File: src/rtl/core/tme_pkg.sv
`timescale 1ns / 1ps
// ----------------------------------------------------------------------------
// tme_pkg
// shared types and constants of the target motion extrapolator
// ----------------------------------------------------------------------------
package tme_pkg;

  localparam int CoordW = 16;
  localparam int DistW  = 21;
  localparam int OutW   = 19;
  localparam int SqW    = 34;
  localparam int DiffW  = 17;

  localparam logic [0:0] ModePush    = 1'b0;
  localparam logic [0:0] ModePredict = 1'b1;

  typedef enum logic [3:0] {
    ST_IDLE,
    ST_LOAD,
    ST_SQRT0,
    ST_SQRT1,
    ST_PD,
    ST_DIVX,
    ST_DIVY,
    ST_DONE,
    ST_HOLD
  } tme_state_t;

  // controller to datapath
  typedef struct packed {
    logic push;
    logic load;
    logic sqrt_start;
    logic sqrt_sel;
    logic calc_pd;
    logic div_start;
    logic div_sel;
    logic finish;
  } tme_cmd_t;

  // datapath to controller
  typedef struct packed {
    logic predict_on;
    logic zero_move;
    logic unit_busy;
  } tme_sts_t;

endpackage

File: src/rtl/core/tme_ctrl.sv
`timescale 1ns / 1ps
// ----------------------------------------------------------------------------
// tme_ctrl
// sequencer that steps the datapath through one transaction
// ----------------------------------------------------------------------------
module tme_ctrl
  import tme_pkg::*;
(
  input  logic     clk,
  input  logic     rst_n,
  input  logic     in_fire,
  input  logic     in_mode,
  input  logic     out_free,
  input  tme_sts_t sts,
  output logic     busy,
  output tme_cmd_t cmd
);

  tme_state_t state_r, state_nxt;

  // state register
  always_ff @(posedge clk) begin
    if (!rst_n) state_r <= ST_IDLE;
    else        state_r <= state_nxt;
  end

  // next state and commands
  always_comb begin
    state_nxt = state_r;
    cmd       = '0;
    busy      = 1'b1;
    case (state_r)
      ST_IDLE: begin
        busy = 1'b0;
        if (in_fire) begin
          if (in_mode == ModePush) cmd.push = 1'b1;
          else begin
            cmd.load  = 1'b1;
            state_nxt = ST_LOAD;
          end
        end
      end
      ST_LOAD: begin
        if (!sts.predict_on) state_nxt = ST_DONE;
        else begin
          cmd.sqrt_start = 1'b1;
          state_nxt      = ST_SQRT0;
        end
      end
      ST_SQRT0: begin
        if (!sts.unit_busy) begin
          cmd.sqrt_start = 1'b1;
          cmd.sqrt_sel   = 1'b1;
          state_nxt      = ST_SQRT1;
        end
      end
      ST_SQRT1: if (!sts.unit_busy) state_nxt = ST_PD;
      ST_PD: begin
        cmd.calc_pd = 1'b1;
        if (sts.zero_move) state_nxt = ST_DONE;
        else begin
          cmd.div_start = 1'b1;
          state_nxt     = ST_DIVX;
        end
      end
      ST_DIVX: begin
        if (!sts.unit_busy) begin
          cmd.div_start = 1'b1;
          cmd.div_sel   = 1'b1;
          state_nxt     = ST_DIVY;
        end
      end
      ST_DIVY: if (!sts.unit_busy) state_nxt = ST_DONE;
      ST_DONE: state_nxt = ST_HOLD;
      ST_HOLD: begin
        if (out_free) begin
          cmd.finish = 1'b1;
          state_nxt  = ST_IDLE;
        end
      end
      default: state_nxt = ST_IDLE;
    endcase
  end

endmodule

File: src/rtl/core/tme_dp.sv
`timescale 1ns / 1ps
// ----------------------------------------------------------------------------
// tme_dp
// point ring, shared iterative square root / divider, distance and output
// ----------------------------------------------------------------------------
module tme_dp
  import tme_pkg::*;
#(
  parameter int RING_DEPTH = 8
) (
  input  logic                     clk,
  input  logic                     rst_n,
  input  tme_cmd_t                 cmd,
  input  logic [CoordW-1:0]        in_x,
  input  logic [CoordW-1:0]        in_y,
  input  logic [15:0]              in_run,
  input  logic [9:0]               in_rate,
  output tme_sts_t                 sts,
  output logic signed [OutW-1:0]   res_x,
  output logic signed [OutW-1:0]   res_y,
  output logic                     res_valid
);

  localparam int SlotW = $clog2(RING_DEPTH);
  localparam int NumW  = DistW + DiffW;   // pd * delta
  localparam int SqStp = SqW / 2;

  // ring with per-entry valid bits (unwritten entries read zero)
  logic [2*CoordW-1:0]   ring_r [RING_DEPTH];
  logic [RING_DEPTH-1:0] vld_r;
  logic [SlotW-1:0]      slot_r;

  function automatic logic [SlotW-1:0] back(input logic [SlotW-1:0] s, input int k);
    logic [SlotW:0] t;
    t = {1'b0, s} + (SlotW+1)'(RING_DEPTH - k);
    if (t >= (SlotW+1)'(RING_DEPTH)) t = t - (SlotW+1)'(RING_DEPTH);
    return t[SlotW-1:0];
  endfunction

  function automatic logic [DiffW-2:0] adiff(input logic [CoordW-1:0] a,
                                             input logic [CoordW-1:0] b);
    return (a >= b) ? a - b : b - a;
  endfunction

  always_ff @(posedge clk) begin
    if (!rst_n) begin
      vld_r  <= '0;
      slot_r <= '0;
    end else if (cmd.push) begin
      vld_r[slot_r] <= 1'b1;
      slot_r <= (slot_r == SlotW'(RING_DEPTH - 1)) ? '0 : slot_r + 1'b1;
    end
  end

  always_ff @(posedge clk) begin
    if (cmd.push) ring_r[slot_r] <= {in_y, in_x};
  end

  // loaded points
  logic [2*CoordW-1:0] p0_r, p1_r, p3_r, p4_r;
  logic                on_r, rate0_r;
  logic [SlotW-1:0]    i0, i1, i3, i4;

  assign i0 = back(slot_r, 1);
  assign i1 = back(slot_r, 2);
  assign i3 = back(slot_r, 4);
  assign i4 = back(slot_r, 5);

  always_ff @(posedge clk) begin
    if (cmd.load) begin
      p0_r    <= vld_r[i0] ? ring_r[i0] : '0;
      p1_r    <= vld_r[i1] ? ring_r[i1] : '0;
      p3_r    <= vld_r[i3] ? ring_r[i3] : '0;
      p4_r    <= vld_r[i4] ? ring_r[i4] : '0;
      on_r    <= in_run > 16'(RING_DEPTH);
      rate0_r <= in_rate == '0;
    end
  end

  // squared step lengths, one multiplier pass per axis product, registered
  logic [DiffW-2:0] ax, ay;
  logic [SqW-1:0]   sq_in;
  assign ax = cmd.sqrt_sel ? adiff(p3_r[15:0], p4_r[15:0])  : adiff(p0_r[15:0], p1_r[15:0]);
  assign ay = cmd.sqrt_sel ? adiff(p3_r[31:16], p4_r[31:16]) : adiff(p0_r[31:16], p1_r[31:16]);
  assign sq_in = SqW'(ax * ax) + SqW'(ay * ay);

  // shared iterative unit: restoring root (2 bits/step) or divide (1 bit/step)
  logic             is_div_r;
  logic [5:0]       cnt_r;
  logic [SqW-1:0]   rem_r;
  logic [NumW-1:0]  num_r;
  logic [DistW-1:0] dvs_r;
  logic [NumW-1:0]  q_r;
  logic [SqW+1:0]   rtrial;
  logic [NumW:0]    drem;
  logic [NumW:0]    dtrial;
  logic [DistW-1:0] d0_r, d1_r, pd_r, prev_r;
  logic [SqW-1:0]   sq_r;
  logic             dsel_r;
  logic [DistW-1:0] root_q;

  assign root_q = q_r[DistW-1:0];
  assign rtrial = {rem_r, sq_r[SqW-1 -: 2]} - {root_q, 2'b01};
  assign drem   = {(NumW-SqW)'(0), rem_r, num_r[NumW-1]};
  assign dtrial = drem - (NumW+1)'(dvs_r);

  // offset numerator: pd * delta + d0/2, formed in the first divide cycle
  logic [DiffW-2:0] dl;
  assign dl = dsel_r ? adiff(p0_r[31:16], p1_r[31:16]) : adiff(p0_r[15:0], p1_r[15:0]);
  logic [NumW-1:0]  qx_r;

  always_ff @(posedge clk) begin
    if (!rst_n) cnt_r <= '0;
    else if (cmd.sqrt_start) begin
      cnt_r    <= 6'(SqStp);
      is_div_r <= 1'b0;
      sq_r     <= sq_in;
      rem_r    <= '0;
      q_r      <= '0;
      dsel_r   <= cmd.sqrt_sel;
      if (cmd.sqrt_sel) d0_r <= root_q;
    end else if (cmd.div_start) begin
      cnt_r    <= 6'(NumW + 1);
      is_div_r <= 1'b1;
      dvs_r    <= d0_r;
      rem_r    <= '0;
      q_r      <= '0;
      dsel_r   <= cmd.div_sel;
      if (cmd.div_sel) qx_r <= q_r;
    end else if (cnt_r != '0) begin
      cnt_r <= cnt_r - 1'b1;
      if (!is_div_r) begin
        sq_r <= sq_r << 2;
        if (!rtrial[SqW+1]) begin
          rem_r <= rtrial[SqW-1:0];
          q_r   <= {q_r[NumW-2:0], 1'b1};
        end else begin
          rem_r <= {rem_r[SqW-3:0], sq_r[SqW-1 -: 2]};
          q_r   <= {q_r[NumW-2:0], 1'b0};
        end
      end else if (cnt_r == 6'(NumW + 1)) begin
        num_r <= NumW'(pd_r * dl) + NumW'(d0_r >> 1);
      end else begin
        num_r <= num_r << 1;
        if (!dtrial[NumW]) begin
          rem_r <= SqW'(dtrial[NumW-1:0]);
          q_r   <= {q_r[NumW-2:0], 1'b1};
        end else begin
          rem_r <= SqW'(drem[NumW-1:0]);
          q_r   <= {q_r[NumW-2:0], 1'b0};
        end
      end
    end
  end

  // second root result is d1 (sqrt_sel run); first is captured as d0 at next start
  logic [DistW-1:0] dd, pd_raw, pd_nxt_w;
  assign d1_r = root_q;
  assign dd = (d0_r >= d1_r) ? d0_r - d1_r : d1_r - d0_r;

  always_comb begin
    logic [DistW+5:0] t;
    t = (DistW+6)'(9) * d0_r + (DistW+6)'(18) * dd;
    pd_raw   = DistW'(t >> 1);
    pd_nxt_w = pd_raw;
    if (prev_r != '0) begin
      if (prev_r > pd_raw && prev_r - pd_raw > DistW'(32)) pd_nxt_w = prev_r - DistW'(16);
      else if (pd_raw > prev_r && pd_raw - prev_r > DistW'(32))
        pd_nxt_w = prev_r + DistW'(16);
    end
  end

  logic zero_move;
  assign zero_move = rate0_r || (d0_r == '0);

  always_ff @(posedge clk) begin
    if (!rst_n) prev_r <= '0;
    else if (cmd.calc_pd) prev_r <= zero_move ? '0 : pd_nxt_w;
  end

  always_ff @(posedge clk) begin
    if (cmd.calc_pd) pd_r <= pd_nxt_w;
  end

  assign sts.predict_on = on_r;
  assign sts.zero_move  = zero_move;
  assign sts.unit_busy  = cnt_r != '0;

  // saturated result assembly
  function automatic logic signed [OutW-1:0] mv(input logic [CoordW-1:0] nw,
                                                input logic [CoordW-1:0] od,
                                                input logic [NumW-1:0] off);
    logic signed [NumW+1:0] v;
    if (nw >= od) v = $signed({2'b0, NumW'(nw)}) + $signed({2'b0, off});
    else          v = $signed({2'b0, NumW'(nw)}) - $signed({2'b0, off});
    if (v > (NumW+2)'(262143))       return OutW'(262143);
    if (v < -(NumW+2)'(262144))      return OutW'(-262144);
    return v[OutW-1:0];
  endfunction

  logic mv_r;
  always_ff @(posedge clk) begin
    if (cmd.calc_pd) mv_r <= !zero_move;
  end

  assign res_valid = on_r;
  assign res_x = !on_r ? '0 : !mv_r ? OutW'(p0_r[15:0]) : mv(p0_r[15:0], p1_r[15:0], qx_r);
  assign res_y = !on_r ? '0 : !mv_r ? OutW'(p0_r[31:16]) : mv(p0_r[31:16], p1_r[31:16], q_r);

  logic unused;
  assign unused = cmd.finish;

endmodule

File: src/rtl/core/target_motion_extrapolator_core.sv
`timescale 1ns / 1ps
// ----------------------------------------------------------------------------
// target_motion_extrapolator_core
// keeps recent target centres and predicts the next one at end of frame
// ----------------------------------------------------------------------------
// in_ channel: mode in in_tuser, point/run/rate in in_tdata.
// a push transaction (mode 0) is taken without leaving idle and gives no result.
// an end-of-frame transaction (mode 1) gives exactly one out_ transaction.
// an accepted prediction passes LOAD, DONE and HOLD before the result is
// registered when the run count is at or below the ring depth; it also runs
// two 17-step roots when the frame rate or the newest step is zero, and
// otherwise two 17-step roots and two 38-step divides in the single shared
// iterative unit. one transaction is worked at a time; in_tready is low while
// busy and is high again once the result is registered.
// the result sits in an output register; a stalled receiver holds the block.
// reset clears the ring valid bits, write slot and previous distance.
// ----------------------------------------------------------------------------
module target_motion_extrapolator_core
  import tme_pkg::*;
#(
  parameter int RING_DEPTH = 8
) (
  input  logic        clk,
  input  logic        rst_n,
  input  logic        in_tvalid,
  output logic        in_tready,
  input  logic [63:0] in_tdata,   // point_x, point_y, run_count, frame_rate, pad
  input  logic        in_tuser,   // mode
  output logic        out_tvalid,
  input  logic        out_tready,
  output logic [39:0] out_tdata,  // predicted_x, predicted_y, pad
  output logic        out_tuser   // prediction_valid
);

  tme_cmd_t cmd;
  tme_sts_t sts;
  logic busy, in_fire;
  logic signed [OutW-1:0] rx, ry;
  logic rv;

  assign in_tready = !busy;
  assign in_fire   = in_tvalid && in_tready;

  tme_ctrl u_ctrl (
    .clk(clk), .rst_n(rst_n), .in_fire(in_fire), .in_mode(in_tuser),
    .out_free(!out_tvalid || out_tready), .sts(sts), .busy(busy), .cmd(cmd)
  );

  tme_dp #(.RING_DEPTH(RING_DEPTH)) u_dp (
    .clk(clk), .rst_n(rst_n), .cmd(cmd),
    .in_x(in_tdata[15:0]), .in_y(in_tdata[31:16]), .in_run(in_tdata[47:32]),
    .in_rate(in_tdata[57:48]), .sts(sts), .res_x(rx), .res_y(ry), .res_valid(rv)
  );

  // output register
  always_ff @(posedge clk) begin
    if (!rst_n) out_tvalid <= 1'b0;
    else if (cmd.finish) out_tvalid <= 1'b1;
    else if (out_tready) out_tvalid <= 1'b0;
  end

  always_ff @(posedge clk) begin
    if (cmd.finish) begin
      out_tdata <= {2'b0, ry, rx};
      out_tuser <= rv;
    end
  end

  logic unused_in;
  assign unused_in = ^in_tdata[63:58];

  // checks
  a_no_cmd_clash: assert property (@(posedge clk) disable iff (!rst_n)
    !(cmd.sqrt_start && cmd.div_start)) else $error("unit started twice");
  a_push_idle: assert property (@(posedge clk) disable iff (!rst_n)
    cmd.push |-> !busy) else $error("push while busy");
  a_finish_valid: assert property (@(posedge clk) disable iff (!rst_n)
    cmd.finish |=> out_tvalid) else $error("result lost");

endmodule
File: config.mk
export PLATFORM = sky130hd
export DESIGN_NAME = target_motion_extrapolator_core
export DESIGN_NICKNAME = d
export VERILOG_FILES = /design/src/rtl/core/tme_pkg.sv /design/src/rtl/core/tme_ctrl.sv /design/src/rtl/core/tme_dp.sv /design/src/rtl/core/target_motion_extrapolator_core.sv
export SDC_FILE = /design/constraint.sdc
export NUM_CORES = 2
export LEC_CHECK = 0
export BUFFER_PORTS_ARGS = -buffer_cell sky130_fd_sc_hd__buf_2
export CORE_UTILIZATION = 52
export CTS_CLUSTER_SIZE = 25
export DETAILED_ROUTE_END_ITERATION = 10
export GPL_ROUTABILITY_DRIVEN = 0
export GPL_TIMING_DRIVEN = 0
export HOLD_SLACK_MARGIN = 0.02
export PLACE_DENSITY_LB_ADDON = 0.25
export SETUP_SLACK_MARGIN = 0.02
export SYNTH_ARGS = -nofsm -noshare
export SYNTH_HDL_FRONTEND = slang
export SYNTH_HIERARCHICAL = 1
export SYNTH_SLANG_ARGS = --single-unit
File: constraint.sdc
create_clock -name clk -period 20.4 [get_ports clk]
set_clock_uncertainty 0.15 [all_clocks]
set_input_delay 3.06 -clock clk [delete_from_list [all_inputs] [get_ports clk]]
set_output_delay 3.06 -clock clk [all_outputs]
set_load 0.1 [all_outputs]
==> flow_summary.json <==
{
  "yosysTopAreaCell": "edfxtp_1",
  "ant_nets": 0,
  "synth_edf_count": 673,
  "gr-total-overflow": 0,
  "num-fill-cells": 13100,
  "drc": 0,
  "via_per_inst": 6.01,
  "post_cts_resized": 0,
  "fin_setup_tns_ns": 0,
  "cp.arrival_ns": 16.33,
  "num_rows": 142,
  "timing.final.crit_period_ns": 15.97,
  "syn_area_sq_um": 78300,
  "ys_top_cells_by_area": "edfxtp_1, fa_1, ha_1, inv_1, mux4_2",
  "cts_made_buffers": 84,
  "worstHoldPathType": "reg2reg",
  "antenna_found_initial": 33,
  "cp-start-kind": "flop",
  "yosysSeqAreaShare_pct": 26.9,
  "drive_above_1_share_pct": 7.52,
  "clkSinkCount": 716,
  "cp_slowest_stage_delay_ns": 0.74,
  "multi_input_area_sq_um": 51200,
  "port_buffers": 103,
  "holdWs_ns": 0.330,
  "htree_levels": 3,
  "grt_pass1_vias": 62400,
  "ys_types": 102,
  "hold_viol": 0,
  "nets": 9734,
  "hpwlAfterDp_microns": 186000,
  "setup_ws_ns": 4.43,
  "grt_max_degree": 70,
  "crit_family": "compound AO/OA/AOI/OAI gates",
  "area_growth_pct": 8.25,
  "fmax_mhz": 62.6,
  "clockBufferDepth": 3,
  "regArea_sq_um": 21100,
  "vias": 62200,
  "synth.most_common_cell": "inv_1",
  "io_pins": 112,
  "die_w_microns": 390,
  "clock_latency_ns": 0.76,
  "cp.required_ns": 20.76,
  "setup_viol": 0,
  "crit_fanout": 10,
  "fp.dieH_microns": 390,
  "dp_slack_ns": 4.95,
  "status": "completed",
  "synth_seq_cells": 716,
  "rsz0062_at_grt": "false",
  "netlist_instances": 8051,
  "dr.pass1.iters": 6,
  "dr.first_iter.drc_count": 6319,
  "synthTopCellsByCount": "inv_1, nand2_1, fa_1, ha_1, edfxtp_1",
  "fin_crit_sh_pct": 78.3,
  "synth_ff_type": "edfxtp_1",
  "synth_warnings": 6,
  "synthArstFlopShare_pct": 0,
  "grt_pass1_wl_microns": 359000,
  "holdBufCountCts": 0,
  "crit_type": "reg2reg",
  "drv_cap": 0,
  "die_area_sq_um": 152000,
  "start_util_pct": 52.4,
  "worst_pin_slew_ns": 1.41,
  "setup.worst_path.end_class": "flop",
  "cts_tree": "done",
  "maxSlewViolCount": 0,
  "wirelength_microns": 234000,
  "synth_top_area_share_pct": 25.8,
  "path_clk_slew_ns": 0.06,
  "slew_headroom_pct": 3.41,
  "root_buffer": "clkbuf_16",
  "grt_use_total_pct": 30.8,
  "floorplan.core_area_sq_um": 150000,
  "wl_per_cell_microns": 22.6,
  "critical_path_buf_inv_count": 8,
  "syn-mean-instance-area_sq_um": 9.73,
  "cts_setup_buffers": 0,
  "cpMaxStageDelayCell": "nor2_1"
}
-- layout make-up --
class	count	share of cell area, %
buffer	365	1.68
timing repair buffer	121	1.07
tap	2016	2.97
sequential	716	24.8
clock inverter	62	0.888
inverter	1248	5.52
multi-input combinational	5723	60.4
clock buffer	93	2.59
antenna	11	0.0325
-- worst min-delay path, stage by stage, from the launching register on --
cell and delay [ns]:
edfxtp_1 0.32, nand2_1 0.04, nand2_1 0.07
-- worst paths after layout --
kind,to,slack (ns),cells after the start,from
min,u_dp/num_r[3]$_DFFE_PP_,0.33,2,u_dp/num_r[2]$_DFFE_PP_
max,u_dp/pd_r[12]$_DFFE_PP_,4.43,55,u_dp/q_r[1]$_SDFFCE_PN0P_
min reg2reg,u_dp/num_r[3]$_DFFE_PP_,0.33,2,u_dp/num_r[2]$_DFFE_PP_
max reg2reg,u_dp/pd_r[12]$_DFFE_PP_,4.43,55,u_dp/q_r[1]$_SDFFCE_PN0P_
-- cell usage in the layout (no fill, tap or decap), types with 44 or more instances in the layout --
cell type	instances
inv_1	1244
nand2_1	887
fa_1	708
ha_1	698
edfxtp_1	673
a21oi_1	516
nor2_1	466
clkbuf_1	312
o21ai_0	299
xnor2_1	223
mux4_2	196
a21o_1	154
and2_1	120
buf_2	114
xor2_1	110
mux2i_1	95
nand3_1	92
nor2b_1	89
nand2b_1	88
nor3_1	88
clkbuf_16	86
a211oi_1	72
o21a_1	56
mux2_2	52
nand4_1	50
a31oi_1	49
o21bai_1	48
or3_1	46
or2_2	44
-- cells by family (layout without fill, tap and decap cells) --
group	Yosys count	in the layout	share of synthesized area (%)
other	1	13	0.00479
AND/OR/NAND/NOR	2135	2135	12.7
AO/OA/AOI/OAI	1502	1502	12.1
multiplexers	344	344	7.61
adder cells (fa/ha/maj)	1406	1406	29.2
XOR/XNOR	334	334	3.74
flip-flops	716	716	26.9
buffers and inverters	1613	1889	7.80
-- sequential cells by signal, summed over array words and instances, names as in the netlist, 34 cells and up --
signal / count
u_dp/ring_r: 256
out_tdata: 38
u_dp/num_r: 38
u_dp/q_r: 38
u_dp/qx_r: 38
u_dp/rem_r: 34
u_dp/sq_r: 34
-- metrics by stage --
step                      cells  utilization, %  area [sq um]
after floorplan            8052               -         78300
after global placement    10200            54.4         81400
after detailed placement  10200            54.7         81800
after CTS                 10300            56.7         84800
after global routing      10300            56.7         84800
final                     10400            56.7         84800
-- layer usage --
metal  global-route usage (%)  routed length, microns  vias to the layer above
li1                         -                       -                    27800
met1                     39.8                   91500                    30500
met2                     48.9                  106000                     3254
met3                     5.90                   21700                      676
met4                     17.1                   14700                       16
met5                        0                     107                        -
Power is left out: the tool's default activity adds up to more than one toggle a clock period on the data nets, which glitch-free logic cannot reach.
